===== config.mk =====
export PLATFORM = sky130hd
export DESIGN_NAME = ajmp_ctrl
export DESIGN_NICKNAME = d
export VERILOG_FILES = /design/src/rtl/core/ajmp_pkg.sv /design/src/rtl/core/ajmp_ctrl.sv
export SDC_FILE = /design/constraint.sdc
export NUM_CORES = 1
export LEC_CHECK = 0
export BUFFER_PORTS_ARGS = -buffer_cell sky130_fd_sc_hd__buf_2
export CORE_AREA = 2 2 39 41
export DETAILED_ROUTE_END_ITERATION = 8
export DIE_AREA = 0 0 41 43
export GPL_ROUTABILITY_DRIVEN = 0
export GPL_TIMING_DRIVEN = 0
export MAX_ROUTING_LAYER = met4
export PLACE_DENSITY = 0.66
export SLEW_MARGIN = 20
export SYNTH_ARGS = -nofsm -noshare
export SYNTH_HDL_FRONTEND = slang
export SYNTH_SLANG_ARGS = --single-unit

===== constraint.sdc =====
create_clock -name clk -period 1.4 [get_ports clk]
set_input_delay 0.42 -clock clk [delete_from_list [all_inputs] [get_ports clk]]
set_output_delay 0.42 -clock clk [all_outputs]
set_load 0.01 [all_outputs]

===== src/rtl/core/ajmp_pkg.sv =====
`timescale 1ns / 1ps
// ajmp_pkg: shared widths, constants, codes and control structs for the axis jog/move profile
// generator. No dependencies; imported by every module of the block.
package ajmp_pkg;

  localparam int POSITION_BITS_DEF = 28;
  localparam int VELOCITY_BITS_DEF = 21;

  localparam int ACCEL_BITS   = 24;
  localparam int TIMEOUT_BITS = 24;
  localparam int IDLE_BITS    = 25;
  localparam int DT_BITS      = 20;
  localparam int CMD_BITS     = 2;
  localparam int DIR_BITS     = 2;
  localparam int CFG_IDX_BITS = 3;

  localparam longint US_PER_S = 1000000;
  localparam longint HALF_US  = 500000;

  // one million is 2^6 times an odd part below 2^14
  localparam int     DIV_SHIFT    = 6;
  localparam longint DIV_ODD      = US_PER_S >> DIV_SHIFT;
  localparam int     DIV_ODD_BITS = 14;

  localparam int POS_TOL      = 10;
  localparam int VEL_STOP_TOL = 100;
  localparam int VEL_ERR_TOL  = 10;

  localparam longint RST_MAX_VEL = 100000;
  localparam longint RST_ACCEL   = 500000;
  localparam longint RST_MIN_POS = -1000000;
  localparam longint RST_MAX_POS = 1000000;
  localparam longint RST_TIMEOUT = 200000;

  typedef enum logic [CMD_BITS-1:0] {
    CMD_TICK = 2'd0,
    CMD_JOG  = 2'd1,
    CMD_MOVE = 2'd2,
    CMD_NOP  = 2'd3
  } ajmp_op_t;

  typedef enum logic [CFG_IDX_BITS-1:0] {
    REG_MAX_VEL = 3'd0,
    REG_ACCEL   = 3'd1,
    REG_MIN_POS = 3'd2,
    REG_MAX_POS = 3'd3,
    REG_TIMEOUT = 3'd4
  } ajmp_reg_t;

  typedef enum logic [3:0] {
    ST_IDLE,
    ST_DECODE,
    ST_START1,
    ST_RUN1,
    ST_VEL,
    ST_MULV,
    ST_START2,
    ST_RUN2,
    ST_POS,
    ST_DONE
  } ajmp_state_t;

  typedef struct packed {
    logic take;
    logic do_jog;
    logic do_move;
    logic tick_prep;
    logic start1;
    logic vel_upd;
    logic mulv;
    logic start2;
    logic pos_upd;
    logic load_out;
  } ajmp_cmd_t;

  typedef struct packed {
    ajmp_op_t op;
    logic     div_busy;
    logic     mul_busy;
  } ajmp_stat_t;

  function automatic int imax(input int a, input int b);
    return (a > b) ? a : b;
  endfunction

  // config data port is as wide as the widest register
  function automatic int cfg_width(input int p, input int v);
    return imax(imax(p, ACCEL_BITS), imax(TIMEOUT_BITS, v - 1));
  endfunction

  // dividend of the divide-by-one-million unit: a*dt or |v|*dt, plus the rounding half
  function automatic int div_dw(input int v);
    return imax(ACCEL_BITS + DT_BITS + 1, v + DT_BITS);
  endfunction

  function automatic int div_qw(input int v);
    return imax(ACCEL_BITS + 1, v);
  endfunction

endpackage


===== src/rtl/core/ajmp_ctrl.sv =====
`timescale 1ns / 1ps
// ajmp_ctrl: sequencing state machine and output handshake for the profile generator.
// Depends on ajmp_pkg; drives ajmp_dp through ajmp_cmd_t and watches ajmp_stat_t.
module ajmp_ctrl
  import ajmp_pkg::*;
(
  input  logic       clk,
  input  logic       rst_n,
  input  logic       in_valid,
  output logic       in_stall,
  output logic       out_valid,
  input  logic       out_stall,
  output ajmp_cmd_t  cmd,
  input  ajmp_stat_t stat
);

  ajmp_state_t state_r, state_nxt;
  logic        out_valid_r, out_valid_nxt;

  always_ff @(posedge clk) begin
    if (!rst_n) begin
      state_r     <= ST_IDLE;
      out_valid_r <= 1'b0;
    end else begin
      state_r     <= state_nxt;
      out_valid_r <= out_valid_nxt;
    end
  end

  always_comb begin
    state_nxt     = state_r;
    cmd           = '0;
    out_valid_nxt = out_valid_r && out_stall;
    in_stall      = (state_r != ST_IDLE);
    case (state_r)
      ST_IDLE: begin
        if (in_valid) begin
          cmd.take  = 1'b1;
          state_nxt = ST_DECODE;
        end
      end
      ST_DECODE: begin
        case (stat.op)
          CMD_TICK: begin
            cmd.tick_prep = 1'b1;
            state_nxt     = ST_START1;
          end
          CMD_JOG: begin
            cmd.do_jog = 1'b1;
            state_nxt  = ST_DONE;
          end
          CMD_MOVE: begin
            cmd.do_move = 1'b1;
            state_nxt   = ST_DONE;
          end
          CMD_NOP: state_nxt = ST_DONE;
          default: state_nxt = ST_DONE;
        endcase
      end
      ST_START1: begin
        cmd.start1 = 1'b1;
        state_nxt  = ST_RUN1;
      end
      ST_RUN1: begin
        if (!stat.div_busy && !stat.mul_busy) state_nxt = ST_VEL;
      end
      ST_VEL: begin
        cmd.vel_upd = 1'b1;
        state_nxt   = ST_MULV;
      end
      ST_MULV: begin
        cmd.mulv  = 1'b1;
        state_nxt = ST_START2;
      end
      ST_START2: begin
        cmd.start2 = 1'b1;
        state_nxt  = ST_RUN2;
      end
      ST_RUN2: begin
        if (!stat.div_busy) state_nxt = ST_POS;
      end
      ST_POS: begin
        cmd.pos_upd = 1'b1;
        state_nxt   = ST_DONE;
      end
      ST_DONE: begin
        // output register free or being taken this cycle
        if (!out_valid_r || !out_stall) begin
          cmd.load_out  = 1'b1;
          out_valid_nxt = 1'b1;
          state_nxt     = ST_IDLE;
        end
      end
      default: state_nxt = ST_IDLE;
    endcase
  end

  assign out_valid = out_valid_r;

`ifndef ASSERT_OFF
  a_div_started: assert property (@(posedge clk) disable iff (!rst_n)
    (state_r == ST_START1 || state_r == ST_START2) |=> stat.div_busy)
    else $error("divider did not start");

  a_vel_inputs_ready: assert property (@(posedge clk) disable iff (!rst_n)
    (state_r == ST_VEL) |-> (!stat.div_busy && !stat.mul_busy))
    else $error("velocity update before ramp step and brake product are ready");

  a_mul_idle_phase2: assert property (@(posedge clk) disable iff (!rst_n)
    (state_r == ST_RUN2) |-> !stat.mul_busy)
    else $error("brake multiplier still running in position phase");

  a_out_from_done: assert property (@(posedge clk) disable iff (!rst_n)
    $rose(out_valid_r) |-> $past(state_r == ST_DONE))
    else $error("result raised outside of done state");
`endif

endmodule


==> flow_metrics.env <==
export IMPL_outcome="complete, but fails checks"
export IMPL_violations="negative setup slack"
export IMPL_switching_share=0.350
export IMPL_fp_dieH_um=43
export IMPL_layout_common_cells="buf_2 (19), nor2_1 (7), buf_4 (6)"
export IMPL_rsz0062_at_grt="yes"
export IMPL_hold_worst_slack_ns=0.447
export IMPL_synth_edff_count=0
export IMPL_drt_iter0_markers=3
export IMPL_yosysWarnings=0
export IMPL_pwr_share_seq=0.271
export IMPL_clk_transition_reported_paths_ns=0.05
export IMPL_ir_drop_v=0.000545
export IMPL_io_buffers=19
export IMPL_ant_nets=0
export IMPL_die_width_um=41
export IMPL_fillers=154
export IMPL_critPathArrivalTime_ns=1.21
export IMPL_worstSetupStartpointType="flop"
export IMPL_cts_buffer_depth=2
export IMPL_grt_pass1_wl_um=1750
export IMPL_nets=98
export IMPL_layout_commonest_cell="buf_2"
export IMPL_critPathKind="reg -> out"
export IMPL_drc_errors=0
export IMPL_crit_required_ns=0.98
export IMPL_slowest_stage="dfxtp_2"
export IMPL_cts_root_buf="clkbuf_4"
export IMPL_leakagePower_nw=0.318
export IMPL_power_share_clock=0.260
export IMPL_io_pins=20
export IMPL_syn2layout_area_growth_pct=57.9
export IMPL_syn_cell_area_um2=425
export IMPL_min_period_ns=1.63
export IMPL_worst_slack_ns=-0.232
export IMPL_placedCellCount=96
export IMPL_clock_latency_ns=0.24
export IMPL_drv_cap=0
export IMPL_worstSetupEndpointType="primary output"
export IMPL_antenna_found_initial=0
export IMPL_reg2reg_slack_ns=0.17
export IMPL_async_flop_share=0
export IMPL_cts_htree_levels=1
export IMPL_post_dp_hpwl_um=790
export IMPL_relSlewSlack=0.850
export IMPL_seq_area_frac_synth=0.235
export IMPL_netlist_instances=61
export IMPL_avgSynthCellArea_um2=6.97
export IMPL_wirelength_um=1190
export IMPL_path_cells="and2b_2 > nand2_2 > nor3b_2 > buf_2"
export IMPL_drt_pass1_iter_count=3
export IMPL_combinationalPowerShare=0.469
export IMPL_grt_usage=0.146
export IMPL_fin_worst_skew_ns=0.00679
export IMPL_cts_sinks=5
export IMPL_core_area_mm2=0.00138
export IMPL_rows=14
export IMPL_grt_max_degree=11
export IMPL_tritoncts="done"
export IMPL_synth_seq_cells=5
export IMPL_syn_num_nets=69
export IMPL_vias=522
export IMPL_synthDistinctLibCells=25
export IMPL_finalHoldViolations=0
export IMPL_cts_buffers=3
export IMPL_min_period_over_period=1.17
export IMPL_wire_per_inst_um=11.4
export IMPL_cp_num_buf_inv=1
export IMPL_fmax_mhz=613
export IMPL_crit_family="simple AND/OR/NAND/NOR gates"
export IMPL_finalMaxSlewViolations=0
export IMPL_num_antenna_cells=0
export IMPL_worstMarginPinSlew_ns=0.224
export IMPL_crit_path_max_incr_delay_ns=0.33
export IMPL_power_density_mw_per_mm2=951
export IMPL_setup_violations=11
export IMPL_drive_gt1_frac=0.528
export IMPL_vias_per_cell=4.97
export IMPL_p_int_mw=0.415
export IMPL_path_max_fanout=5
export IMPL_p_switching_mw=0.224
export IMPL_synthFlopType="dfxtp_1"
export IMPL_start_util=0.307
export IMPL_final_cells=105
export IMPL_die_area_mm2=0.00176
export IMPL_overflow=0
export IMPL_grt_pass1_vias=447
export IMPL_min_path_type="in -> reg"
-- cell usage after synthesis (2+ instances only) --
| library cell | n | area, um2 |
|---|---|---|
| nand3_1 | 2 | 10.0 |
| nand2b_1 | 5 | 31.3 |
| nor2_1 | 9 | 33.8 |
| nand2_1 | 4 | 15.0 |
| buf_2 | 2 | 10.0 |
| o21ai_0 | 3 | 15.0 |
| and3_1 | 3 | 18.8 |
| nor3_1 | 7 | 35.0 |
| dfxtp_1 | 5 | 100 |
| a21oi_1 | 4 | 20.0 |
| nor3b_1 | 3 | 22.5 |
-- power by group through the flow --
stage	combinational, mW	sequential [mW]	clock [mW]
global route	0.321	0.176	0.188
floorplan	0.155	0.173	0
CTS	0.280	0.173	0.174
finish	0.300	0.173	0.166
detailed placement	0.218	0.178	0
global placement	0.216	0.177	0
-- cells by family after synthesis --
| group | Yosys count | share of synthesized area |
|---|---|---|
| AOI/OAI and AO/OA | 11 | 0.165 |
| and+or+nand+nor | 39 | 0.500 |
| muxes | 1 | 0.0235 |
| DFF | 5 | 0.235 |
| buffers and inverters | 5 | 0.0765 |
-- state kept, by name, indices dropped and copies added (netlist names) --
signal     cells
out_valid      1
state_r        4
-- metal layers --
metal  track usage  wire length [um]  vias up
li1              -                 -      272
met1         0.186               550      237
met2         0.209               583       11
met3        0.0628                50        2
met5             -                 0        -
met4        0.0333                 8        0
-- final cells by class --
| type | count | area (um2) | share of cell area |
|---|---|---|---|
| repair buffers | 24 | 133 | 0.197 |
| plain buffers | 4 | 41.3 | 0.0615 |
| multi-input cells | 51 | 342 | 0.508 |
| clock buffers | 4 | 26.3 | 0.0391 |
| well taps | 16 | 20.0 | 0.0298 |
| flip-flops and latches | 5 | 106 | 0.158 |
| inverters | 1 | 3.75 | 0.00559 |
-- worst register-to-register path: cells and delay by family, from the launching register on --
kind                   cells  cell delay, ns
AOI/OAI and AO/OA          2            0.18
buffers and inverters      2            0.30
DFF                        1            0.33
muxes                      1            0.19
and+or+nand+nor            1            0.18
-- metrics by stage --
step / power [mW] / utilization / TNS, ns / setup WS, ns / cell area, um2
floorplan: 0.329 / - / -0.0876 / -0.0511 / 425
global route: 0.686 / 0.486 / -2.57 / -0.309 / 672
detailed placement: 0.396 / 0.391 / -0.340 / -0.115 / 541
global placement: 0.393 / 0.391 / -0.281 / -0.108 / 541
CTS: 0.627 / 0.470 / -1.67 / -0.215 / 651
finish: 0.639 / 0.486 / -1.82 / -0.232 / 672
-- path summary, 6_finish.rpt --
| kind | from | endpoint | depth (start not counted) |
|---|---|---|---|
| worst max register to register | state_r[1] | state_r[0] | 6 |
| worst min register to register | out_valid | out_valid | 2 |
| worst min-delay path | rst_n | state_r[3] | 3 |
| worst max-delay path | state_r[2] | cmd[7] | 4 |
-- repair_timing --
item | in CTS | in global routing
setup endpoints to repair | 11 | 11
pin swaps | 4 | 3
resized for setup | 16 | 3
buffers inserted | 4 | 1
hold buffers | 0 | 0
No activity file was read; power rests on OpenSTA's default activity.
